===== config.mk =====
export PLATFORM = sky130hd
export DESIGN_NAME = ieee488_device_handshake_flat
export DESIGN_NICKNAME = d
export VERILOG_FILES = /design/src/design/ieh_pkg.sv /design/src/design/ieh_in_if.sv /design/src/design/ieh_out_if.sv /design/src/design/ieh_front.sv /design/src/design/ieh_queue.sv /design/src/design/ieh_back.sv /design/src/design/ieee488_device_handshake.sv /design/src/flat_wrapper.sv
export SDC_FILE = /design/constraint.sdc
export NUM_CORES = 1
export LEC_CHECK = 0
export ABC_CLOCK_PERIOD_IN_PS = 8400
export BUFFER_PORTS_ARGS = -buffer_cell sky130_fd_sc_hd__buf_2
export CAP_MARGIN = 30
export CORE_UTILIZATION = 55
export CTS_CLUSTER_DIAMETER = 120
export DETAILED_ROUTE_END_ITERATION = 7
export PLACE_DENSITY = 0.78
export SYNTH_ARGS = -nofsm -noshare
export SYNTH_HDL_FRONTEND = slang
export SYNTH_SLANG_ARGS = --single-unit

===== constraint.sdc =====
create_clock -name clk_i -period 8.4 [get_ports clk_i]
set_input_delay 0.42 -clock clk_i [delete_from_list [all_inputs] [get_ports clk_i]]
set_output_delay 0.42 -clock clk_i [all_outputs]
set_load 0.005 [all_outputs]

===== src/design/ieh_pkg.sv =====
// Shared types, codes and constants of the IEEE-488 device handshake block.
package ieh_pkg;

  // Default depth of the queue between the front and back parts.
  localparam int unsigned QueueDepth = 2;

  // Bit positions in the pull-low and output-enable registers.
  localparam int unsigned BitNdac = 0;
  localparam int unsigned BitNrfd = 1;
  localparam int unsigned BitDav  = 2;
  localparam int unsigned BitEoi  = 3;
  localparam int unsigned BitData = 4;

  // Bus command codes.
  typedef enum logic [3:0] {
    CMD_TICK   = 4'd0,
    CMD_RDADDR = 4'd1,
    CMD_ACCEPT = 4'd2,
    CMD_REJECT = 4'd3,
    CMD_BTALK  = 4'd4,
    CMD_SEND   = 4'd5,
    CMD_ETALK  = 4'd6,
    CMD_RECV   = 4'd7,
    CMD_ACK    = 4'd8
  } cmd_e;

  // Handshake phases, one-hot.
  typedef enum logic [10:0] {
    PH_IDLE    = 11'b000_0000_0001,
    PH_RA_ATN  = 11'b000_0000_0010,
    PH_RA_DAV  = 11'b000_0000_0100,
    PH_AC_DAV  = 11'b000_0000_1000,
    PH_RJ_ATN  = 11'b000_0001_0000,
    PH_BT_ATN  = 11'b000_0010_0000,
    PH_BT_NDAC = 11'b000_0100_0000,
    PH_SD_NRFD = 11'b000_1000_0000,
    PH_SD_NDAC = 11'b001_0000_0000,
    PH_RX_DAV  = 11'b010_0000_0000,
    PH_AK_DAV  = 11'b100_0000_0000
  } phase_e;

  // Input word as it arrives on the request channel.
  typedef struct packed {
    logic [3:0] cmd;
    logic [7:0] tx_byte;
    logic       tx_last;
    logic       atn_line;
    logic       dav_line;
    logic       nrfd_line;
    logic       ndac_line;
    logic       eoi_line;
    logic [7:0] bus_data_in;
  } ieh_in_t;

  // Result word on the response channel.
  typedef struct packed {
    logic [3:0] line_low;
    logic [4:0] line_enable;
    logic [7:0] bus_data_out;
    logic [7:0] rx_byte;
    logic [3:0] device_address;
    logic [3:0] address_group;
    logic       atn_flag;
    logic       eoi_flag;
    logic       busy_res;
    logic       done_res;
    logic       unlistened;
  } ieh_out_t;

  // Classified word held in the queue.
  typedef struct packed {
    cmd_e       cmd;
    logic [7:0] tx_byte;
    logic       tx_last;
    logic       atn_line;
    logic       dav_line;
    logic       nrfd_line;
    logic       ndac_line;
    logic       eoi_line;
    logic [7:0] bus_data_in;
  } ieh_entry_t;

endpackage


===== src/design/ieh_in_if.sv =====
// Request channel: valid/ready handshake carrying one input word.
interface ieh_in_if import ieh_pkg::*; ();
  logic    valid;
  logic    ready;
  ieh_in_t data;

  modport source (output valid, output data, input ready);
  modport sink   (input valid, input data, output ready);
endinterface


===== src/design/ieh_out_if.sv =====
// Response channel: valid/ready handshake carrying one result word.
interface ieh_out_if import ieh_pkg::*; ();
  logic     valid;
  logic     ready;
  ieh_out_t data;

  modport source (output valid, output data, input ready);
  modport sink   (input valid, input data, output ready);
endinterface


===== src/design/ieh_front.sv =====
// Front part: takes request words and classifies the command code.
module ieh_front import ieh_pkg::*; (
  ieh_in_if.sink     req_i,
  input  logic       q_full_i,
  output logic       push_o,
  output ieh_entry_t entry_o
);

  cmd_e cmd_class;

  // Map the raw code onto a known command; unused codes act as tick
  always_comb begin
    unique case (req_i.data.cmd)
      4'd1:    cmd_class = CMD_RDADDR;
      4'd2:    cmd_class = CMD_ACCEPT;
      4'd3:    cmd_class = CMD_REJECT;
      4'd4:    cmd_class = CMD_BTALK;
      4'd5:    cmd_class = CMD_SEND;
      4'd6:    cmd_class = CMD_ETALK;
      4'd7:    cmd_class = CMD_RECV;
      4'd8:    cmd_class = CMD_ACK;
      default: cmd_class = CMD_TICK;
    endcase
  end

  // Accept whenever the queue has room
  assign req_i.ready = ~q_full_i;
  assign push_o      = req_i.valid & ~q_full_i;

  // Build the queue entry
  always_comb begin
    entry_o.cmd         = cmd_class;
    entry_o.tx_byte     = req_i.data.tx_byte;
    entry_o.tx_last     = req_i.data.tx_last;
    entry_o.atn_line    = req_i.data.atn_line;
    entry_o.dav_line    = req_i.data.dav_line;
    entry_o.nrfd_line   = req_i.data.nrfd_line;
    entry_o.ndac_line   = req_i.data.ndac_line;
    entry_o.eoi_line    = req_i.data.eoi_line;
    entry_o.bus_data_in = req_i.data.bus_data_in;
  end

endmodule


===== src/design/ieh_queue.sv =====
// Short FIFO of classified words between the front and back parts.
module ieh_queue import ieh_pkg::*; #(
  parameter int unsigned Depth = QueueDepth
) (
  input  logic       clk_i,
  input  logic       rst_ni,
  input  logic       push_i,
  input  ieh_entry_t entry_i,
  input  logic       pop_i,
  output logic       full_o,
  output logic       valid_o,
  output ieh_entry_t head_o
);

  localparam int unsigned PtrW = (Depth > 1) ? $clog2(Depth) : 1;
  localparam int unsigned CntW = $clog2(Depth + 1);

  ieh_entry_t     store_q [Depth];
  logic [PtrW-1:0] wr_q, wr_d, rd_q, rd_d;
  logic [CntW-1:0] cnt_q, cnt_d;

  assign full_o  = (cnt_q == CntW'(Depth));
  assign valid_o = (cnt_q != '0);
  assign head_o  = store_q[rd_q];

  // Advance pointers and count
  always_comb begin
    wr_d  = wr_q;
    rd_d  = rd_q;
    cnt_d = cnt_q;
    if (push_i) begin
      wr_d = (wr_q == PtrW'(Depth - 1)) ? '0 : wr_q + 1'b1;
    end
    if (pop_i) begin
      rd_d = (rd_q == PtrW'(Depth - 1)) ? '0 : rd_q + 1'b1;
    end
    if (push_i && !pop_i) begin
      cnt_d = cnt_q + 1'b1;
    end else if (!push_i && pop_i) begin
      cnt_d = cnt_q - 1'b1;
    end
  end

  always_ff @(posedge clk_i or negedge rst_ni) begin
    if (!rst_ni) begin
      wr_q  <= '0;
      rd_q  <= '0;
      cnt_q <= '0;
    end else begin
      wr_q  <= wr_d;
      rd_q  <= rd_d;
      cnt_q <= cnt_d;
    end
  end

  // Write the incoming word
  always_ff @(posedge clk_i) begin
    if (push_i) begin
      store_q[wr_q] <= entry_i;
    end
  end

endmodule


===== src/design/ieh_back.sv =====
// Back part: runs the three-wire handshake phases and registers each result word.
module ieh_back import ieh_pkg::*; (
  input  logic       clk_i,
  input  logic       rst_ni,
  input  logic       q_valid_i,
  input  ieh_entry_t head_i,
  output logic       pop_o,
  ieh_out_if.source  rsp_o
);

  phase_e     phase_q, phase_d;
  logic [7:0] held_tx_byte_q, held_tx_byte_d;
  logic       held_tx_last_q, held_tx_last_d;
  logic [7:0] received_byte_q, received_byte_d;
  logic [7:0] address_byte_q, address_byte_d;
  logic       atn_seen_q, atn_seen_d;
  logic       eoi_seen_q, eoi_seen_d;
  logic       released_q, released_d;
  logic [3:0] drive_low_q, drive_low_d;
  logic [4:0] drive_enable_q, drive_enable_d;
  logic       done;
  logic       out_valid_q;
  ieh_out_t   out_q, out_d;

  // Take the next word when the output slot is free or being drained
  assign pop_o = q_valid_i & (~out_valid_q | rsp_o.ready);

  // Start a command, then test the current phase's wait condition
  always_comb begin
    phase_d         = phase_q;
    held_tx_byte_d  = held_tx_byte_q;
    held_tx_last_d  = held_tx_last_q;
    received_byte_d = received_byte_q;
    address_byte_d  = address_byte_q;
    atn_seen_d      = atn_seen_q;
    eoi_seen_d      = eoi_seen_q;
    released_d      = released_q;
    drive_low_d     = drive_low_q;
    drive_enable_d  = drive_enable_q;
    done            = 1'b0;

    if (phase_q == PH_IDLE) begin
      unique case (head_i.cmd)
        CMD_RDADDR: phase_d = PH_RA_ATN;
        CMD_ACCEPT: begin
          drive_low_d[BitNdac] = 1'b0;
          phase_d = PH_AC_DAV;
        end
        CMD_REJECT: begin
          drive_enable_d = '0;
          released_d     = 1'b1;
          phase_d        = PH_RJ_ATN;
        end
        CMD_BTALK: begin
          drive_enable_d[BitNrfd] = 1'b0;
          phase_d = PH_BT_ATN;
        end
        CMD_SEND: begin
          held_tx_byte_d = head_i.tx_byte;
          held_tx_last_d = head_i.tx_last;
          phase_d        = PH_SD_NRFD;
        end
        CMD_ETALK: begin
          drive_enable_d[BitNdac] = 1'b1;
          drive_low_d[BitNdac]    = 1'b1;
          drive_enable_d[BitDav]  = 1'b0;
          drive_enable_d[BitEoi]  = 1'b0;
          drive_enable_d[BitData] = 1'b0;
          drive_enable_d[BitNrfd] = 1'b1;
          drive_low_d[BitNrfd]    = 1'b0;
          done = 1'b1;
        end
        CMD_RECV: phase_d = PH_RX_DAV;
        CMD_ACK: begin
          drive_low_d[BitNrfd] = 1'b1;
          drive_low_d[BitNdac] = 1'b0;
          phase_d = PH_AK_DAV;
        end
        default: ;
      endcase
    end

    unique case (phase_d)
      PH_IDLE: ;
      PH_RA_ATN: begin
        if (!head_i.atn_line) begin
          drive_enable_d[BitNdac] = 1'b1;
          drive_low_d[BitNdac]    = 1'b1;
          phase_d = PH_RA_DAV;
        end
      end
      PH_RA_DAV: begin
        if (!head_i.dav_line) begin
          address_byte_d          = ~head_i.bus_data_in;
          drive_enable_d[BitNrfd] = 1'b1;
          drive_low_d[BitNrfd]    = 1'b1;
          drive_low_d[BitNdac]    = 1'b0;
          phase_d = PH_IDLE;
          done    = 1'b1;
        end
      end
      PH_AC_DAV: begin
        if (head_i.dav_line) begin
          drive_low_d[BitNrfd] = 1'b0;
          drive_low_d[BitNdac] = 1'b1;
          released_d = 1'b0;
          phase_d    = PH_IDLE;
          done       = 1'b1;
        end
      end
      PH_RJ_ATN: begin
        if (head_i.atn_line) begin
          phase_d = PH_IDLE;
          done    = 1'b1;
        end
      end
      PH_BT_ATN: begin
        if (head_i.atn_line) begin
          drive_enable_d[BitNdac] = 1'b0;
          drive_enable_d[BitDav]  = 1'b1;
          drive_enable_d[BitEoi]  = 1'b1;
          drive_enable_d[BitData] = 1'b1;
          drive_low_d[BitDav]     = 1'b0;
          drive_low_d[BitEoi]     = 1'b0;
          phase_d = PH_BT_NDAC;
        end
      end
      PH_BT_NDAC: begin
        if (!head_i.ndac_line) begin
          phase_d = PH_IDLE;
          done    = 1'b1;
        end
      end
      PH_SD_NRFD: begin
        if (head_i.nrfd_line) begin
          if (held_tx_last_d) begin
            drive_low_d[BitEoi] = 1'b1;
          end
          drive_low_d[BitDav] = 1'b1;
          phase_d = PH_SD_NDAC;
        end
      end
      PH_SD_NDAC: begin
        if (head_i.ndac_line) begin
          drive_low_d[BitDav] = 1'b0;
          drive_low_d[BitEoi] = 1'b0;
          phase_d = PH_IDLE;
          done    = 1'b1;
        end
      end
      PH_RX_DAV: begin
        if (!head_i.dav_line) begin
          drive_low_d[BitNdac] = 1'b1;
          drive_low_d[BitNrfd] = 1'b1;
          received_byte_d      = ~head_i.bus_data_in;
          atn_seen_d           = ~head_i.atn_line;
          eoi_seen_d           = ~head_i.eoi_line;
          phase_d = PH_IDLE;
          done    = 1'b1;
        end
      end
      PH_AK_DAV: begin
        if (head_i.dav_line) begin
          phase_d = PH_IDLE;
          done    = 1'b1;
        end
      end
      default: phase_d = PH_IDLE;
    endcase
  end

  // Assemble the result word from the updated state
  always_comb begin
    out_d.line_low       = drive_low_d & drive_enable_d[3:0];
    out_d.line_enable    = drive_enable_d;
    out_d.bus_data_out   = drive_enable_d[BitData] ? ~held_tx_byte_d : 8'h00;
    out_d.rx_byte        = received_byte_d;
    out_d.device_address = address_byte_d[3:0];
    out_d.address_group  = address_byte_d[7:4];
    out_d.atn_flag       = atn_seen_d;
    out_d.eoi_flag       = eoi_seen_d;
    out_d.busy_res       = (phase_d != PH_IDLE);
    out_d.done_res       = done;
    out_d.unlistened     = released_d;
  end

  // Hold handshake state; advance only on a taken word
  always_ff @(posedge clk_i or negedge rst_ni) begin
    if (!rst_ni) begin
      phase_q         <= PH_IDLE;
      held_tx_byte_q  <= '0;
      held_tx_last_q  <= 1'b0;
      received_byte_q <= '0;
      address_byte_q  <= '0;
      atn_seen_q      <= 1'b0;
      eoi_seen_q      <= 1'b0;
      released_q      <= 1'b0;
      drive_low_q     <= '0;
      drive_enable_q  <= '0;
      out_valid_q     <= 1'b0;
    end else begin
      if (pop_o) begin
        phase_q         <= phase_d;
        held_tx_byte_q  <= held_tx_byte_d;
        held_tx_last_q  <= held_tx_last_d;
        received_byte_q <= received_byte_d;
        address_byte_q  <= address_byte_d;
        atn_seen_q      <= atn_seen_d;
        eoi_seen_q      <= eoi_seen_d;
        released_q      <= released_d;
        drive_low_q     <= drive_low_d;
        drive_enable_q  <= drive_enable_d;
        out_valid_q     <= 1'b1;
      end else if (rsp_o.ready) begin
        out_valid_q     <= 1'b0;
      end
    end
  end

  // Output register payload
  always_ff @(posedge clk_i) begin
    if (pop_o) begin
      out_q <= out_d;
    end
  end

  assign rsp_o.valid = out_valid_q;
  assign rsp_o.data  = out_q;

endmodule


===== src/design/ieee488_device_handshake.sv =====
// Top level of the IEEE-488 device handshake: front classifier, queue, back sequencer.
// A word's result is valid in the cycle after it leaves the queue; from acceptance it passes
// the queue register, then the output register.
// Throughput: one word per cycle while the response channel takes each result word.
// Reset (rst_ni low, asynchronous): phase idle, all lines released and undriven,
// held and received bytes cleared, queue and output register empty.
module ieee488_device_handshake import ieh_pkg::*; #(
  parameter int unsigned QDepth = QueueDepth
) (
  input  logic      clk_i,
  input  logic      rst_ni,
  ieh_in_if.sink    req_i,
  ieh_out_if.source rsp_o
);

  logic       q_full;
  logic       push;
  logic       pop;
  logic       q_valid;
  ieh_entry_t push_entry;
  ieh_entry_t head_entry;

  ieh_front u_front (
    .req_i    (req_i),
    .q_full_i (q_full),
    .push_o   (push),
    .entry_o  (push_entry)
  );

  ieh_queue #(
    .Depth (QDepth)
  ) u_queue (
    .clk_i   (clk_i),
    .rst_ni  (rst_ni),
    .push_i  (push),
    .entry_i (push_entry),
    .pop_i   (pop),
    .full_o  (q_full),
    .valid_o (q_valid),
    .head_o  (head_entry)
  );

  ieh_back u_back (
    .clk_i     (clk_i),
    .rst_ni    (rst_ni),
    .q_valid_i (q_valid),
    .head_i    (head_entry),
    .pop_o     (pop),
    .rsp_o     (rsp_o)
  );

endmodule


===== src/flat_wrapper.sv =====
// flat-port wrapper written by rule: the top's interface ports become plain ports
module ieee488_device_handshake_flat import ieh_pkg::*;
#(
  parameter int unsigned QDepth = QueueDepth
)
  (clk_i, rst_ni, req_i_valid, req_i_data, req_i_ready, rsp_o_valid, rsp_o_data, rsp_o_ready);
  ieh_in_if req_i_i ();
  ieh_out_if rsp_o_i ();
  input  logic clk_i;
  input  logic rst_ni;
  input wire logic [$bits(req_i_i.valid)-1:0] req_i_valid;
  input wire logic [$bits(req_i_i.data)-1:0] req_i_data;
  output wire logic [$bits(req_i_i.ready)-1:0] req_i_ready;
  output wire logic [$bits(rsp_o_i.valid)-1:0] rsp_o_valid;
  output wire logic [$bits(rsp_o_i.data)-1:0] rsp_o_data;
  input wire logic [$bits(rsp_o_i.ready)-1:0] rsp_o_ready;
  assign req_i_i.valid = req_i_valid;
  assign req_i_i.data = req_i_data;
  assign req_i_ready = req_i_i.ready;
  assign rsp_o_valid = rsp_o_i.valid;
  assign rsp_o_data = rsp_o_i.data;
  assign rsp_o_i.ready = rsp_o_ready;
  ieee488_device_handshake #(.QDepth(QDepth)) u_core (.clk_i(clk_i), .rst_ni(rst_ni), .req_i(req_i_i), .rsp_o(rsp_o_i));
endmodule

### After elaboration in Yosys (flattened, before gate mapping)

Memory sizes are Yosys's and may differ from the RTL's.
Cells that the tools add are included.

| cells by class | value |
|---|---|
| equality and inequality tests | 22 |
| reduce and logical (&&, ||, !) cells | 12 |
| add/sub/neg operators | 4 |
| mux-type cells | 68 |
| bitwise operators | 10 |

Operators with widths:

| kind | count |
|---|---|
| $mux W11 | 9 |
| $pmux W11 S9 | 1 |
| $pmux W11 S7 | 1 |
| $mux W8 | 6 |
| $mux W1 | 29 |
| $eq A11 B1 Y1 const B | 2 |
| $mux W2 | 9 |
| $eq A4 B3 Y1 const B | 4 |
| $not A8 Y8 | 2 |
| $eq A11 B10 Y1 const B | 1 |
| $eq A11 B11 Y1 const B | 1 |
| $eq A11 B2 Y1 const B | 1 |
| $eq A11 B3 Y1 const B | 1 |
| $eq A11 B4 Y1 const B | 1 |
| $eq A11 B5 Y1 const B | 1 |
| $eq A11 B6 Y1 const B | 1 |
| $eq A11 B7 Y1 const B | 1 |
| $eq A11 B8 Y1 const B | 1 |
| $eq A11 B9 Y1 const B | 1 |
| $ne A11 B1 Y1 const B | 1 |
| $pmux W1 S2 | 5 |
| $reduce_or A2 Y1 | 5 |
| $mux W3 | 3 |
| $eq A4 B2 Y1 const B | 2 |
| 18 further kinds | 27 |

| storage, ports and cells | value |
|---|---|
| ROM bits | 64 |
| word-level logic and storage cells | 143 |
| input port bits | 30 |
| memories | 2 |
| output and inout bits | 40 |
| register bits | 91 |
| bits in writable memories | 52 |

Memories:

| name | words | bits a word | read ports | clocked after memory_dff | write ports | line | source |
|---|---|---|---|---|---|---|---|
| (no name shown) | 16 | 4 | 1 | 0 | 0 | ieh_front.sv:13 | `unique case (req_i.data.cmd)` |
| u_core.u_queue.store_q | 2 | 26 | 1 | 0 | 1 | ieh_queue.sv:18 | `ieh_entry_t store_q [Depth];` |

### Depth between registers and ports, before layout

An unclocked memory read counts as a cell.

| logic depth | value |
|---|---|
| word-level depth | 8 |
| mapped depth | 11 |
| gate-level depth less buffers | 8 |

### Modules after synthesis

A second synthesis with hierarchy kept.

| unflattened totals | value |
|---|---|
| cell total of the unflattened synthesis | 513 |
| area total of the unflattened synthesis | 6663.9 um2 |

Modules (own cells, without submodules):

| module | seq. area each (um2) | area each (um2) | cells an instance | times used |
|---|---|---|---|---|
| ieh_back | 2368.5 | 4289.1 | 388 | 1 |
| ieh_queue | 1661.6 | 2165.8 | 97 | 1 |
| ieh_front | 0.0 | 209.0 | 28 | 1 |

### Worst setup path before layout

No wires, ideal clock.

| path | value |
|---|---|
| path type | register -> register |
| from | register u_core.u_back.phase_q[6] |
| to | register u_core.u_back.eoi_seen_q |
| clock period less this slack | 3.149 ns |
| stages on the path, launching flop included | 11 |
| path buffers | 3 |
| library setup time | 0.125 ns |
| data required time | 8.275 ns |
| arrival time | 3.025 ns |
| path slack | 5.251 ns |
| path through | dfrtp_1 > buf_6 > or4_1 > buf_4 > nor4_4 > a21o_2 > nand4_2 > nor3_4 > buf_6 > mux2_4 > mux2_2 |

| between the ends | value |
|---|---|
| cells in the longest elaborated chain, start to end | 4 |
| elaborated cells between the ends (all ways) | 5 |
| those cells by class | 2 x eq/ne; 3 x mux |

Ends and longest elaborated chain:

| item | line | source |
|---|---|---|
| start: declaration | ieh_back.sv:11 | `phase_e phase_q, phase_d;` |
| start signal: assignment | ieh_back.sv:203 | `phase_q <= phase_d;` |
| $eq A11 B1 Y1 or $pmux W11 S7 (tied branches) | ieh_back.sv:42, ieh_back.sv:43 |  |
| $mux W11 * | ieh_back.sv:42 | `if (phase_q == PH_IDLE) begin` |
| $eq A11 B10 Y1 * | ieh_back.sv:83 | `unique case (phase_d)` |
| $mux W1 * | ieh_back.sv:83 |  |
| net u_core.u_back.eoi_seen_d | ieh_back.sv:17 | `logic eoi_seen_q, eoi_seen_d;` |
| end signal: assignment | ieh_back.sv:209 | `eoi_seen_q <= eoi_seen_d;` |
| end: declaration | ieh_back.sv:17 |  |

Mark *: on every way through the listed nets, which the timed path passes. The rest lies on a longest branch.
A chain may end at the register's enable or synchronous reset.

==> qor.csv <==
metric,value,unit
die_w,111,um
wl,13600,um
worst_slew_pin_slew,852,ps
switching_share,34.6,%
crit_arrival,4180,ps
portBuffers,69,
area_delta_synth_final,16.8,%
cts_buffers,17,
crit_path_max_fanout,12,
design_area,7590,um2
async_flop_share,37.1,%
hold_viol,0,
rows,39,
rsz0062_at_grt,false,
critPathBufInv,0,
slew_violations,0,
worst_slack,4530,ps
critPathLaunchType,flip-flop,
route.detailed.drc,0,
cts_resized,0,
dp_cells,697,
tns,0,ps
antenna_found_initial,0,
netlist_area,6500,um2
critPathKind,flip-flop to flip-flop,
diodes,0,
status,finished clean,
cts.sinks,143,
relSlewSlack,43.0,%
avgRoutedWirePerCell,18.6,um
groute.usage.overall,23.9,%
cts_tree,yes,
path_cells,or4_1 -> nor4_4 -> a21o_2 -> nand4_2 -> nor3_4 -> mux2_2 -> mux2_2,
intPower,2.03,mW
critPathMostFrequentCell,mux2_2,
pre_cts_ws,4560,ps
htreeDepth,4,
cpLargestDelayFamily,simple AND/OR/NAND/NOR gates,
cp-end-kind,flip-flop,
vdd_ir_drop_max,280,uV
critPathSlowestCell,nor3_4,
drive_gt1_share,28.3,%
combPwrFrac,37.1,%
cts_buffer_depth,2,
finalCritPeriodShare,46.1,%
layout_commonest_cell,edfxtp_1,
hold_path_class,input port to async pin,
cts_setup_buffers,0,
synth_warnings,0,
p_switching,1.08,mW
layout_common_cells,"90 x edfxtp_1, 69 x buf_2, 61 x nor2_1, 51 x dfrtp_1, 40 x nand2_1",
clockPowerShare,25.9,%
grt_overflow,0,
clk_transition_reported_paths,60,ps
syn_nets,531,
drtIter0Drc,227,
dp_hpwl,8980,um
setup-violations-final,0,
required,8700,ps
die_area,12300,um2
whs,132,ps
start_util,56.7,%
syn_avg_cell_area,13.0,um2
synth-main-ff-cell,edfxtp_1,
dpl-instance-area,6970,um2
design.core.area,11500,um2
synth_seq_cells,143,
max_stage_delay,780,ps
synthCells,500,
vias,4232,
cts_hold_buf,0,
clock_tree.root_cell,clkbuf_16,
fin_cells,729,
die_y,111,um
ioPinCount,70,
fmax,258,MHz
pwr-share-seq,37.0,%
grt_max_degree,54,
grt_pass1_wl,22500,um
avgViaCountPerCell,5.81,
nNetsFinal,604,
worst_skew_pair.late_latency,430,ps
seq_area_frac_synth,62.0,%
routabilityCongestion,0.869,
skew,14.6,ps
synth_cell_types,73,
leakagePower,3.14,nW
maxCapViolCount,0,
antenna_left,0,
first_pass_iters,4,
period_needed,3870,ps
power_per_cell_area,409,nW/um2
grt_pass1_vias,4445,
synth_edf_count,90,
power groups by stage:
| stage | registers, mW | clock network [mW] | logic, mW |
|---|---|---|---|
| 6_report | 1.15 | 0.806 | 1.15 |
| 3_5_place_dp | 1.16 | 0 | 1.14 |
| 2_1_floorplan | 1.14 | 0 | 0.834 |
| 5_1_grt | 1.17 | 0.844 | 1.26 |
| 4_1_cts | 1.15 | 0.816 | 1.16 |
| 3_3_place_gp | 1.15 | 0 | 1.11 |
cell usage after synthesis (4+ instances only):
cell type / n / area [um2]
nor3_1: 6 / 30.0
nand2b_1: 6 / 37.5
nor2b_1: 4 / 25.0
mux2_2: 18 / 203
o21ai_1: 5 / 25.0
nand2_1: 40 / 150
mux2_4: 16 / 240
o21a_1: 7 / 52.6
o21ai_0: 19 / 95.1
edfxtp_1: 90 / 2700
nand3_1: 13 / 65.1
xnor2_1: 6 / 52.6
inv_1: 7 / 26.3
clkbuf_1: 12 / 45.0
mux2i_1: 24 / 240
dfrtp_1: 52 / 1300
nor2_1: 62 / 233
a21oi_1: 20 / 100
a211oi_1: 4 / 30.0
metrics by stage:
stage	util (%)	total power, mW
floorplan	-	1.98
global placement	60.7	2.26
detailed placement	60.7	2.30
CTS	66.2	3.12
global route	66.2	3.28
finish	66.2	3.11
area by class of cell:
cell class | count | area [um2]
sequential | 143 | 4030
fill | 817 | 3870
multi-input combinational | 328 | 2330
clock buffer | 21 | 440
timing repair buffer | 75 | 390
clock inverter | 11 | 186
tap | 143 | 179
inverter | 8 | 30.0
final timing paths:
kind	start	endpoint	slack, ps	depth (start not counted)
worst min-delay path	rst_ni	u_core.u_back.address_byte_q[7]$_DFFE_PN0P_	130	2
worst min register to register	u_core.u_back.held_tx_byte_q[7]$_DFFE_PN0P_	u_core.u_back.held_tx_byte_q[7]$_DFFE_PN0P_	490	2
max in group asynchronous	rst_ni	u_core.u_queue.rd_q$_DFFE_PN0P_	7770	2
min in group clk_i	req_i_data[21]	u_core.u_queue.store_q[0][21]$_DFFE_PP_	180	1
worst max register to register	u_core.u_back.phase_q[6]$_DFFE_PN0P_	u_core.u_back.received_byte_q[7]$_DFFE_PN0P_	4530	7
worst max-delay path	u_core.u_back.phase_q[6]$_DFFE_PN0P_	u_core.u_back.received_byte_q[7]$_DFFE_PN0P_	4530	7
metal layers:
| layer | vias up | track usage (%) | part of all wire (%) |
|---|---|---|---|
| met5 | - | 0 | 0 |
| met3 | 24 | 6.07 | 3.8 |
| met1 | 2099 | 29.0 | 42 |
| li1 | 2006 | - | - |
| met4 | 0 | 10.0 | 2.0 |
| met2 | 103 | 40.7 | 52 |
registers in the layout (all words and copies together), names as in the netlist:
register / count
u_core.u_back.address_byte_q: 8
u_core.u_back.atn_seen_q: 1
u_core.u_back.drive_enable_q: 5
u_core.u_back.drive_low_q: 4
u_core.u_back.eoi_seen_q: 1
u_core.u_back.held_tx_byte_q: 8
u_core.u_back.held_tx_last_q: 1
u_core.u_back.phase_q: 11
u_core.u_back.received_byte_q: 8
u_core.u_back.released_q: 1
u_core.u_back.rsp_o.data: 38
u_core.u_back.rsp_o.valid: 1
u_core.u_queue.cnt_q: 2
u_core.u_queue.rd_q: 1
u_core.u_queue.store_q: 52
u_core.u_queue.wr_q: 1
logic make-up after synthesis:
family                   count (synthesis)  synth area share [%]
multiplexers                            58                  10.5
buffers and inverters                   29                  2.14
flip-flops                             143                  62.0
AND/OR/NAND/NOR                        172                  14.2
AO/OA/AOI/OAI                           87                  9.51
adder cells (fa/ha/maj)                  2                 0.347
XOR/XNOR                                 9                  1.21
No activity file was read; power rests on OpenSTA's default activity.
